<file path="config.mk">
export PLATFORM = sky130hd
export DESIGN_NAME = zort_queue
export DESIGN_NICKNAME = d
export VERILOG_FILES = /design/src/hw/rtl/zort_pkg.sv /design/src/hw/rtl/zort_queue.sv
export SDC_FILE = /design/constraint.sdc
export NUM_CORES = 1
export LEC_CHECK = 0
export ABC_AREA = 1
export BUFFER_PORTS_ARGS = -buffer_cell sky130_fd_sc_hd__buf_2
export CAP_MARGIN = 40
export CORE_MARGIN = 1.5
export CORE_UTILIZATION = 45
export DETAILED_ROUTE_END_ITERATION = 10
export PLACE_DENSITY = 0.73
export SLEW_MARGIN = 20
export SYNTH_ARGS = -nofsm -noshare
export SYNTH_HDL_FRONTEND = slang
export SYNTH_SLANG_ARGS = --single-unit
</file>
<file path="constraint.sdc">
create_clock -name clk -period 10 [get_ports clk]
set_clock_uncertainty 0.2 [all_clocks]
set_input_delay 1.5 -clock clk [delete_from_list [all_inputs] [get_ports clk]]
set_output_delay 1.5 -clock clk [all_outputs]
set_load 0.05 [all_outputs]
</file>
<file path="src/hw/rtl/zort_pkg.sv">
// Shared types and constants for the zone ownership reference-count table.
package zort_pkg;

  localparam int ENTRIES = 64;
  localparam int ZONES   = 64;
  localparam int IDX_W   = 6;
  localparam int ZONE_W  = 6;
  localparam int MASK_W  = 64;
  localparam int CNT_W   = 16;
  localparam int OWN_W   = 7;
  localparam int QDEPTH  = 2;
  localparam int QPTR_W  = $clog2(QDEPTH);
  localparam int QCNT_W  = $clog2(QDEPTH + 1);

  localparam logic [IDX_W-1:0]  LAST_IDX  = IDX_W'(ENTRIES - 1);
  localparam logic [CNT_W-1:0]  COUNT_MAX = '1;
  localparam logic [MASK_W-1:0] ZONE_BITS =
    (ZONES >= MASK_W) ? '1 : ((MASK_W'(1) << ZONES) - MASK_W'(1));

  localparam logic [1:0] OP_REGISTER   = 2'd0;
  localparam logic [1:0] OP_UNREGISTER = 2'd1;
  localparam logic [1:0] OP_RELEASE    = 2'd2;
  localparam logic [1:0] OP_CLEAR      = 2'd3;

  localparam logic [1:0] ST_OK        = 2'd0;
  localparam logic [1:0] ST_OVERFLOW  = 2'd1;
  localparam logic [1:0] ST_UNDERFLOW = 2'd2;

  typedef struct packed {
    logic [1:0]        op;
    logic [IDX_W-1:0]  string_index;
    logic [ZONE_W-1:0] zone;
    logic [MASK_W-1:0] zone_mask;
  } in_item_t;

  typedef struct packed {
    logic             freed_valid;
    logic [IDX_W-1:0] freed_index;
    logic [1:0]       status;
    logic             any_owned;
    logic             last;
  } out_item_t;

  typedef enum logic [2:0] {
    CMD_NOP,
    CMD_REG,
    CMD_UNREG,
    CMD_REL,
    CMD_CLR
  } cmd_kind_t;

  typedef struct packed {
    cmd_kind_t         kind;
    logic [IDX_W-1:0]  idx;
    logic [ZONE_W-1:0] zone;
    logic [MASK_W-1:0] rel;
  } cmd_t;

  typedef struct packed {
    logic empty;
    logic full;
  } q_stat_t;

endpackage

</file>
<file path="src/hw/rtl/zort_queue.sv">
// Short command queue between the front end and the execution engine.
module zort_queue
  import zort_pkg::*;
(
  input  logic    clk,
  input  logic    rst_n,
  input  logic    push,
  input  cmd_t    push_cmd,
  input  logic    pop,
  output cmd_t    head,
  output q_stat_t stat
);

  cmd_t              slot_r [QDEPTH];
  logic [QPTR_W-1:0] wr_ptr_r;
  logic [QPTR_W-1:0] rd_ptr_r;
  logic [QCNT_W-1:0] cnt_r;

  assign head       = slot_r[rd_ptr_r];
  assign stat.empty = (cnt_r == '0);
  assign stat.full  = (cnt_r == QCNT_W'(QDEPTH));

  always_ff @(posedge clk) begin
    if (push) begin
      slot_r[wr_ptr_r] <= push_cmd;
    end
  end

  always_ff @(posedge clk) begin
    if (!rst_n) begin
      wr_ptr_r <= '0;
      rd_ptr_r <= '0;
      cnt_r    <= '0;
    end else begin
      if (push) begin
        wr_ptr_r <= (wr_ptr_r == QPTR_W'(QDEPTH - 1)) ? '0 : wr_ptr_r + 1'b1;
      end
      if (pop) begin
        rd_ptr_r <= (rd_ptr_r == QPTR_W'(QDEPTH - 1)) ? '0 : rd_ptr_r + 1'b1;
      end
      if (push && !pop) begin
        cnt_r <= cnt_r + 1'b1;
      end else if (pop && !push) begin
        cnt_r <= cnt_r - 1'b1;
      end
    end
  end

endmodule

</file>
==> out/metrics.csv <==
stage,metric,value,unit
status,status,completed,
floorplanning,start_util,0.467,
placement,gp_congestion,0.709,
grt,busiest_layer,met2,
logic_synthesis,syn_nets,365,
timing,whs,314,ps
timing,fmax,268,MHz
detailed_routing,finalWirelength,10.4,mm
grt,grt_max_degree,47,
final_layout,diodes,0,
setup_path,ff2ff_path_depth,3,
setup_path,cp_max_fo,46,
clock_tree,cts_made_buffers,17,
detailed_routing,first_pass_iters,4,
final_layout,nets,542,
timing,tns,0,ps
logic_synthesis,synth.distinct_cells,14,
logic_synthesis,avgSynthCellArea,21.2,um^2
logic_synthesis,synth_flop_cell,edfxtp_1,
power,power_leakage,2.93,nW
final_layout,final_core_util,0.601,
grt,use_met1,0.186,
clock_tree,cts.sinks,163,
floorplanning,die_y,118,um
grt,grt_use_total,0.159,
detailed_routing,drc,0,
floorplanning,rows,41,
final_layout,synthToLayoutAreaGrowth,28.7,%
grt,grtUsageMet3,0.0543,
setup_path,rrSetupSlack,7800,ps
grt,grt_overflow,0,
clock_tree,cts_setup_buffers,0,
clock_tree,cts_resized,0,
final_layout,drive_gt1_frac,0.592,
setup_path,worstSetupPathType,reg2out,
clock_tree,cts_hold_repair.buffers,0,
timing,fin_crit_sh,0.374,
logic_synthesis,netlist_area,5960,um^2
worst_hold_path,holdPathStages,2,
timing,final_max_slew_viol_count,0,
timing,finalSetupViolations,0,
final_layout,stdcell_area,7680,um^2
clock_tree,clkTransAtPathRegs,60,ps
timing,hold_viol_final,0,
clock_tree,cts_max_level,4,
clock_tree,cts_root_buf,clkbuf_16,
logic_synthesis,synth_seq_cells,163,
grt,antenna_found_initial,0,
flow_run,cap_violations,0,
setup_path,critPathRequiredTime,8300,ps
power,cellPowerDensity,228,nW/um^2
detailed_routing,postRouteAntennaNets,0,
clock_tree,insertion_delay,420,ps
timing,period_minus_slack,3740,ps
setup_path,start_kind,flip-flop,
grt,met2_usage,0.261,
floorplanning,dieArea,14000,um^2
clock_tree,clockBufferDepth,2,
logic_synthesis,synth_edf_count,158,
detailed_routing,num_vias,3080,
grt,grt_pass1_vias,3327,
grt,grt_pass1_wl,16.7,mm
logic_synthesis,async_flop_share,0,
timing,rsz0062_at_grt,no,
detailed_routing,via_per_inst,4.79,
timing,worstMarginPinSlew,722,ps
worst_hold_path,worstHoldPathType,reg2reg,
placement,placed_area,7010,um^2
logic_synthesis,ys_warn_count,0,
power,peakVddDrop,0.000135,V
floorplanning,ios,164,
logic_synthesis,seq_area_frac_synth,0.812,
setup_path,r2r-start,wr_ptr_r,
setup_path,rr_endpoint,slot_r[1][75],
placement,numPortBuffers,163,
setup_path,worst_ep_arrival_time,2040,ps
detailed_routing,drt_iter0_markers,203,
floorplanning,core_area,12800,um^2
worst_hold_path,hp-start,rd_ptr_r,
power,power.total,1.75,mW
timing,relSlewSlack,0.518,
floorplanning,die_w,118,um
clock_tree,cts_tree,yes,
detailed_routing,wl_per_cell,16.2,um
setup_path,endpoint_kind,output pin,
placement,hpwl,6.79,mm
logic_synthesis,synthCells,281,
## worst max path at each step
stage                         end  slack (ps)  cells past startpoint       from
detailed placement  slot_r[1][75]        6520                      4       push
finish                   head[60]        6260                      3  flip-flop
global placement    slot_r[0][72]        6240                      4       push
CTS                      head[60]        6210                      3  flip-flop
floorplan            slot_r[0][0]        4430                      2       push
global route             head[60]        6150                      3  flip-flop
## layer usage
layer / share of wire / wire length [um]
met5: 0 / 0
met4: 0.018 / 192
met3: 0.063 / 658
met2: 0.50 / 5230
met1: 0.42 / 4360
## layout by cell type (no fill, tap or decap), drive strengths merged, types with 4 or more instances in the layout
cell type    n
buf        167
edfxtp     158
mux2        79
clkbuf      18
nor2         9
nand2        8
inv          7
bufinv       6
clkinvlp     5
dfxtp        5
clkinv       4
## registers in the layout (all words and copies together), names as in the netlist, named ones only
register and cells:
cnt_r 2, wr_ptr_r 1, slot_r 158, rd_ptr_r 1
## power breakdown
part	total (mW)	switching, mW	internal (mW)	leakage [nW]
clock	0.719	0.252	0.467	0.306
combinational	0.228	0.161	0.0671	1.10
sequential	0.803	0.0128	0.790	1.53
## logic make-up after synthesis
logic type               count (synthesis)  share of synthesized area
buffers and inverters                   17                     0.0157
adder cells (fa/ha/maj)                  1                    0.00210
AO/OA/AOI/OAI                            2                    0.00168
multiplexers                            79                      0.155
flip-flops                             163                      0.812
AND/OR/NAND/NOR                         19                     0.0126
## synth_stat cells, types with 3 or more instances
cell / n / area (um^2)
mux2_4: 10 / 150
nand2_1: 8 / 30.0
inv_1: 8 / 30.0
dfxtp_1: 5 / 100
mux2_2: 69 / 777
nor2_1: 9 / 33.8
edfxtp_1: 158 / 4740
buf_2: 6 / 30.0
buf_6: 3 / 33.8
## layout make-up
type,count,area [um^2]
fillers,948,5100
flip-flops and latches,163,4850
multi-input cells,101,1030
repair buffers,167,886
clock buffers,18,429
clock inverters,14,235
well taps,172,215
inverters,8,31.3
## through the flow
step	std cells	worst slack [ps]
2_1_floorplan	281	4430
5_1_grt	643	6150
4_1_cts	643	6210
3_5_place_dp	611	6520
6_report	643	6260
3_3_place_gp	609	6240
## worst max-delay path, cell delays in order, from the launching register on
cell	delay (ps)
dfxtp_4	660
buf_16	310
mux2_2	390
buf_2	210
No activity file was read; power rests on OpenSTA's default activity.
