--- src/hw/rtl/zort_pkg.sv ---
// Shared types and constants for the zone ownership reference-count table.
package zort_pkg;

  localparam int ENTRIES = 64;
  localparam int ZONES   = 64;
  localparam int IDX_W   = 6;
  localparam int ZONE_W  = 6;
  localparam int MASK_W  = 64;
  localparam int CNT_W   = 16;
  localparam int OWN_W   = 7;
  localparam int QDEPTH  = 2;
  localparam int QPTR_W  = $clog2(QDEPTH);
  localparam int QCNT_W  = $clog2(QDEPTH + 1);

  localparam logic [IDX_W-1:0]  LAST_IDX  = IDX_W'(ENTRIES - 1);
  localparam logic [CNT_W-1:0]  COUNT_MAX = '1;
  localparam logic [MASK_W-1:0] ZONE_BITS =
    (ZONES >= MASK_W) ? '1 : ((MASK_W'(1) << ZONES) - MASK_W'(1));

  localparam logic [1:0] OP_REGISTER   = 2'd0;
  localparam logic [1:0] OP_UNREGISTER = 2'd1;
  localparam logic [1:0] OP_RELEASE    = 2'd2;
  localparam logic [1:0] OP_CLEAR      = 2'd3;

  localparam logic [1:0] ST_OK        = 2'd0;
  localparam logic [1:0] ST_OVERFLOW  = 2'd1;
  localparam logic [1:0] ST_UNDERFLOW = 2'd2;

  typedef struct packed {
    logic [1:0]        op;
    logic [IDX_W-1:0]  string_index;
    logic [ZONE_W-1:0] zone;
    logic [MASK_W-1:0] zone_mask;
  } in_item_t;

  typedef struct packed {
    logic             freed_valid;
    logic [IDX_W-1:0] freed_index;
    logic [1:0]       status;
    logic             any_owned;
    logic             last;
  } out_item_t;

  typedef enum logic [2:0] {
    CMD_NOP,
    CMD_REG,
    CMD_UNREG,
    CMD_REL,
    CMD_CLR
  } cmd_kind_t;

  typedef struct packed {
    cmd_kind_t         kind;
    logic [IDX_W-1:0]  idx;
    logic [ZONE_W-1:0] zone;
    logic [MASK_W-1:0] rel;
  } cmd_t;

  typedef struct packed {
    logic empty;
    logic full;
  } q_stat_t;

endpackage

--- src/hw/rtl/zort_front.sv ---
// Front end: accept input transactions and classify them into commands.
module zort_front
  import zort_pkg::*;
(
  input  logic     in_valid,
  output logic     in_stall,
  input  in_item_t in_data,
  input  q_stat_t  q_stat,
  output logic     q_push,
  output cmd_t     q_cmd
);

  logic addr_ok;
  logic zone_ok;
  logic [MASK_W-1:0] rel;

  assign in_stall = q_stat.full;
  assign q_push   = in_valid && !q_stat.full;

  always_comb begin
    addr_ok = (in_data.string_index != '0) &&
              ({1'b0, in_data.string_index} < (IDX_W + 1)'(ENTRIES));
    zone_ok = {1'b0, in_data.zone} < (ZONE_W + 1)'(ZONES);
    rel     = in_data.zone_mask & ZONE_BITS & ~MASK_W'(1);

    q_cmd.idx  = in_data.string_index;
    q_cmd.zone = in_data.zone;
    q_cmd.rel  = rel;
    unique case (in_data.op)
      OP_REGISTER:   q_cmd.kind = (addr_ok && zone_ok) ? CMD_REG : CMD_NOP;
      OP_UNREGISTER: q_cmd.kind = addr_ok ? CMD_UNREG : CMD_NOP;
      OP_RELEASE:    q_cmd.kind = (rel != '0) ? CMD_REL : CMD_NOP;
      OP_CLEAR:      q_cmd.kind = CMD_CLR;
    endcase
  end

endmodule

--- config.mk ---
export PLATFORM = sky130hd
export DESIGN_NAME = zort_front
export DESIGN_NICKNAME = d
export VERILOG_FILES = /design/src/hw/rtl/zort_pkg.sv /design/src/hw/rtl/zort_front.sv
export SDC_FILE = /design/constraint.sdc
export NUM_CORES = 1
export LEC_CHECK = 0
export ABC_AREA = 1
export BUFFER_PORTS_ARGS = -buffer_cell sky130_fd_sc_hd__buf_2
export CAP_MARGIN = 20
export CORE_AREA = 4 4 82 46
export DETAILED_ROUTE_END_ITERATION = 16
export DIE_AREA = 0 0 86 50
export GPL_TIMING_DRIVEN = 0
export PLACE_DENSITY = 0.93
export SYNTH_ARGS = -nofsm -noshare
export SYNTH_HDL_FRONTEND = slang
export SYNTH_SLANG_ARGS = --single-unit
--- constraint.sdc ---
create_clock -name vclk -period 2.9
set_clock_uncertainty 0.2 [all_clocks]
set_input_delay 0.87 -clock vclk [all_inputs]
set_output_delay 0.87 -clock vclk [all_outputs]
set_load 0.02 [all_outputs]
==> results.json, run 1 <==
{
  "dieArea_um2": 4300,
  "setup_ws_ps": 94.88,
  "path_cells": "buf_2 > nor2_1 > nand2_1 > nor2_1 > nand2_1 > nor2_2 > nand2_1 > nand2_1 > nand2_1 > buf_2",
  "seq_cell_count": 0,
  "tns_ps": 0,
  "netlist_top_cells_area": "buf_4, nor2_1, nand2_1, inv_1, nor4_1",
  "holdPathEnd": "q_cmd[67]",
  "leakage_nw": 1.116,
  "yosysTopAreaCell": "buf_4",
  "io_buffers": 153,
  "pwr_density_cell_nw_per_um2": 173.2,
  "postSynthAreaPerCell_um2": 5.630,
  "drc": 0,
  "final_util": 0.5879,
  "grt_usage": 0.1381,
  "wl_mm": 3.620,
  "viasPerCell": 3.748,
  "wl_per_cell_um": 10.37,
  "setup_viol": 0,
  "layout-drive-gt1-share": 0.7638,
  "cp-start-kind": "input pin",
  "vdd_drop_max_uv": 88.84,
  "synth_most_common_cell": "buf_4",
  "crit_path_end_kind": "output pin",
  "maxCapViolations": 0,
  "hold_violations": 0,
  "hold_class": "in -> out",
  "diodes": 0,
  "synth_top_area_frac": 0.6581,
  "fmax_mhz": 356.5,
  "area_delta_synth_final_pct": 98.15,
  "post_cts_buffers": 0,
  "yosys_warnings": 0,
  "grt_max_degree": 5,
  "cp_slowest_cell": "buf_2",
  "syn-num-nets": 237,
  "nets": 392,
  "fin_crit_sh": 0.9673,
  "num-clock-buffers": 0,
  "cp_slowest_stage_delay_ps": 150,
  "postSynthCellCount": 156,
  "slew_viol_final": 0,
  "fin_hold_ws_ps": 1758,
  "finalCriticalPeriod_ps": 2805,
  "regArea_um2": 0,
  "hold_depth": 2,
  "synth_area_um2": 878.3,
  "dr_total_vias": 1308,
  "dieWidth_um": 86,
  "grt.overflow.total": 0,
  "initial_core_util": 0.2967,
  "cp.required_ps": 1830,
  "cpMostUsedCell": "nand2_1",
  "worstHoldStart": "in_data[67]",
  "dr.pass1.iters": 4,
  "pre_cts_ws_ps": 36.82,
  "synth_commonest_cells": "buf_4, nor2_1, nand2_1",
  "antenna_left": 0,
  "rows": 14,
  "hpwl_mm": 3.352,
  "worstPathArrival_ps": 1740,
  "num_io_pins": 162,
  "antenna_found_initial": 0,
  "die_h_um": 50,
  "gp_congestion": 0.8660,
  "cp_max_fo": 2,
  "drt_iter0_markers": 18,
  "grt_pass1_vias": 1173,
  "grt_pass1_wl_mm": 5.050,
  "core_area_um2": 2960,
  "crit_type": "in -> out",
  "synth.distinct_cells": 7,
  "status": "finished, final reports clean",
  "ys_seq_area_frac": 0
}
==> final cells by class <==
type / instances / area [um^2]
inverter: 4 / 15.01
multi-input combinational: 75 / 300.3
tap: 40 / 50.05
timing repair buffer: 153 / 797.0
fill: 283 / 1220
buffer: 77 / 578.1
==> worst max path at each step <==
stage | startpoint | endpoint | slack [ps] | cells after the start
6_report | in_data[2] | q_cmd[77] | 90 | 10
3_3_place_gp | in_data[32] | q_cmd[76] | 60 | 10
3_5_place_dp | in_data[24] | q_cmd[76] | 40 | 10
5_1_grt | in_data[14] | q_cmd[76] | -10 | 10
4_1_cts | in_data[32] | q_cmd[76] | 30 | 10
2_1_floorplan | in_data[62] | q_cmd[76] | 360 | 8
==> critical path, delay by kind of cell <==
family,cells,cell delay (ps)
AND/OR/NAND/NOR,8,620
buffers and inverters,2,250
==> logic make-up after synthesis <==
family | after synthesis | synth area share
simple gates | 74 | 0.3205
other cells | 1 | 0.004269
buf+inv | 81 | 0.6752
==> per-layer routing <==
| layer | vias to the layer above | global-route usage | part of all wire |
|---|---|---|---|
| met5 | - | 0 | 0 |
| met4 | 0 | 0 | 0 |
| met3 | 0 | 0.01331 | 0.089 |
| met2 | 53 | 0.3223 | 0.59 |
| met1 | 556 | 0.1325 | 0.32 |
| li1 | 699 | - | - |
==> power breakdown <==
part,switching [mW],internal [mW]
combinational,0.150,0.151
clock,0,0
sequential,0,0
==> what timing repair did <==
action,4_1_cts,5_1_grt
resized for setup,0,12
setup endpoints to repair,0,2
hold buffers,0,0
==> placed cells by master (no fill, tap or decap) <==
cell type / n
buf_2: 148
buf_4: 77
nor2_1: 39
nand2_1: 27
nor2_2: 6
buf_6: 5
inv_1: 4
nor4_1: 1
nand3_1: 1
conb_1: 1
==> through the flow <==
| stage | total power, mW | cell area, um^2 | instances |
|---|---|---|---|
| floorplan | 0.1775 | 878.3 | 156 |
| global placement | 0.2908 | 1694 | 349 |
| detailed placement | 0.2956 | 1694 | 349 |
| CTS | 0.2965 | 1694 | 349 |
| global route | 0.3224 | 1740 | 349 |
| finish | 0.3015 | 1740 | 349 |
Power figures use the tool's default switching activity.
==> inputs of run 2 (changes only) <==
--- a/config.mk
+++ b/config.mk
@@ -5,14 +5,13 @@
 export SDC_FILE = /design/constraint.sdc
 export NUM_CORES = 1
 export LEC_CHECK = 0
-export ABC_AREA = 1
 export BUFFER_PORTS_ARGS = -buffer_cell sky130_fd_sc_hd__buf_2
 export CAP_MARGIN = 20
-export CORE_AREA = 4 4 82 46
+export CORE_AREA = 10 10 87 51
 export DETAILED_ROUTE_END_ITERATION = 16
-export DIE_AREA = 0 0 86 50
+export DIE_AREA = 0 0 97 61
 export GPL_TIMING_DRIVEN = 0
-export PLACE_DENSITY = 0.93
+export PLACE_DENSITY = 0.92
 export SYNTH_ARGS = -nofsm -noshare
 export SYNTH_HDL_FRONTEND = slang
 export SYNTH_SLANG_ARGS = --single-unit
==> constraint.sdc (replaced) <==
create_clock -name vclk -period 2.9
set_clock_uncertainty 0.2 [all_clocks]
set_input_delay 0.87 -clock vclk [all_inputs]
set_output_delay 0.87 -clock vclk [all_outputs]
set_load 0.01 [all_outputs]
==> run 2 against run 1 <==
  * The flow now finishes with violations (negative setup slack)
  * Final cell count down 13%
  * Highest routed layer unchanged
  * Die area grew 38%
  * Combinational power fell by 7.0%
==> results.json, run 2 <==
{
  "diodes": 0,
  "initial_core_util": 0.2648,
  "nFillCells": 253,
  "path_delay_family": "simple AND/OR/NAND/NOR gates",
  "violations": "negative setup slack",
  "gp_congestion": 0.8991,
  "leakage_nw": 1.065,
  "synth_top_area_frac": 0.7464,
  "crit_path_end_kind": "output pin",
  "dr.pass1.iters": 3,
  "mostFrequentLayoutCells": "buf_2, buf_4, buf_6",
  "num-clock-buffers": 0,
  "finalCriticalPeriod_ps": 3084,
  "hold_violations": 0,
  "postSynthAreaPerCell_um2": 7.171,
  "numPlacedInstances": 301,
  "grt_pass1_vias": 1320,
  "pwr_density_cell_nw_per_um2": 152.9,
  "synth.distinct_cells": 13,
  "syn-num-nets": 189,
  "synth_commonest_cells": "buf_4, nor4_1, nand4_1",
  "antenna_left": 0,
  "hold_class": "in -> out",
  "cp_slowest_cell": "nor4_2",
  "postSynthCellCount": 108,
  "multi_input_area_um2": 334.1,
  "drt_iter0_markers": 27,
  "cp-start-kind": "input pin",
  "dr_total_vias": 1218,
  "wl_per_cell_um": 16.99,
  "ys_seq_area_frac": 0,
  "antenna_found_initial": 0,
  "slew_viol_final": 0,
  "netlist_top_cells_area": "buf_4, nor4_1, nand4_1, nor4_2, o22ai_1",
  "grt_max_degree": 4,
  "seq_cell_count": 0,
  "die_h_um": 61,
  "viasPerCell": 4.033,
  "num_io_pins": 162,
  "hpwl_mm": 4.400,
  "nets": 345,
  "final_common_cell": "buf_2",
  "worstPathArrival_ps": 2010,
  "regArea_um2": 0,
  "cp_max_fo": 2,
  "setup_ws_ps": -183.9,
  "status": "finished, violations left",
  "synth_most_common_cell": "buf_4",
  "rsz0062_at_grt": "true",
  "path_cells": "buf_2 > nor4_2 > nand4_1 > nor4_2 > o22ai_1 > buf_2",
  "area_delta_synth_final_pct": 136.3,
  "fmax_mhz": 324.3,
  "fin_crit_sh": 1.063,
  "io_buffers": 153,
  "setup_viol": 2,
  "wl_mm": 5.132,
  "dieWidth_um": 97,
  "grt.overflow.total": 0,
  "maxCapViolations": 0,
  "critPathBufInv": 2,
  "layout.cells.non_filler": 302,
  "layout-drive-gt1-share": 0.9389,
  "vdd_drop_max_uv": 87.71,
  "core_area_um2": 2925,
  "yosysTopAreaCell": "buf_4",
  "cp.required_ps": 1830,
  "final_util": 0.6257,
  "dieArea_um2": 5917,
  "synth_area_um2": 774.5,
  "rows": 14,
  "grt_pass1_wl_mm": 6.913,
  "cp_slowest_stage_delay_ps": 330,
  "fin_hold_ws_ps": 1727,
  "grt_usage": 0.1399,
  "drc": 0,
  "crit_type": "in -> out",
  "yosys_warnings": 0,
  "pre_cts_ws_ps": -241.5
}
-- run 2: cell count changes after synthesis, moves of 2 or more --
cell     delta
nand4_1     +4
nor4_2      +2
nor2_1     -44
inv_1       -3
nand2_1    -26
o22ai_1     +2
nor4_1     +14
-- run 2: metal layers --
layer,GRT usage,share of wire,wire length [um],vias up
met5,0,0,0,-
met2,0.3324,0.63,3222,55
li1,-,-,-,605
met3,0.03175,0.057,295,0
met1,0.1237,0.31,1614,558
met4,0.006263,0,0,0
-- run 2: layout make-up --
type / instances / share of cell area
tap: 40 / 0.02734
buffer: 77 / 0.3158
multi-input combinational: 30 / 0.1825
inverter: 1 / 0.002051
timing repair buffer: 154 / 0.4723
-- run 2: kinds of logic (layout without fill, tap and decap cells) --
group,after synthesis,after routing,synth area share
AOI/OAI and AO/OA,3,3,0.02585
buffers and inverters,78,232,0.7512
other,1,1,0.004842
and+or+nand+nor,26,26,0.2181
-- run 2: metrics by stage --
stage	cell area, um^2	power [mW]	TNS, ps
after global routing	1831	0.2985	-530.2
final	1831	0.2799	-360.4
after detailed placement	1590	0.2467	-479.9
after global placement	1590	0.2421	-429.7
after CTS	1708	0.2622	-392.1
after floorplan	774.5	0.1206	0
-- run 2: final timing paths --
check   startpoint         to  slack (ps)  depth (start not counted)
max     in_data[2]  q_cmd[77]        -180                          6
min    in_data[68]  q_cmd[68]        1730                          2
-- run 2: what timing repair did --
action | in CTS | in global routing
hold buffers | 0 | 0
buffers inserted | 0 | 1
endpoints found under the setup margin | 2 | 2
cloned | 0 | 0
resized for setup | 18 | 23
pin swaps | 8 | 10
-- run 2: power by group --
part           switching (mW)  internal, mW  total [mW]
clock                       0             0           0
sequential                  0             0           0
combinational           0.119         0.161       0.280
total                   0.119         0.161       0.280
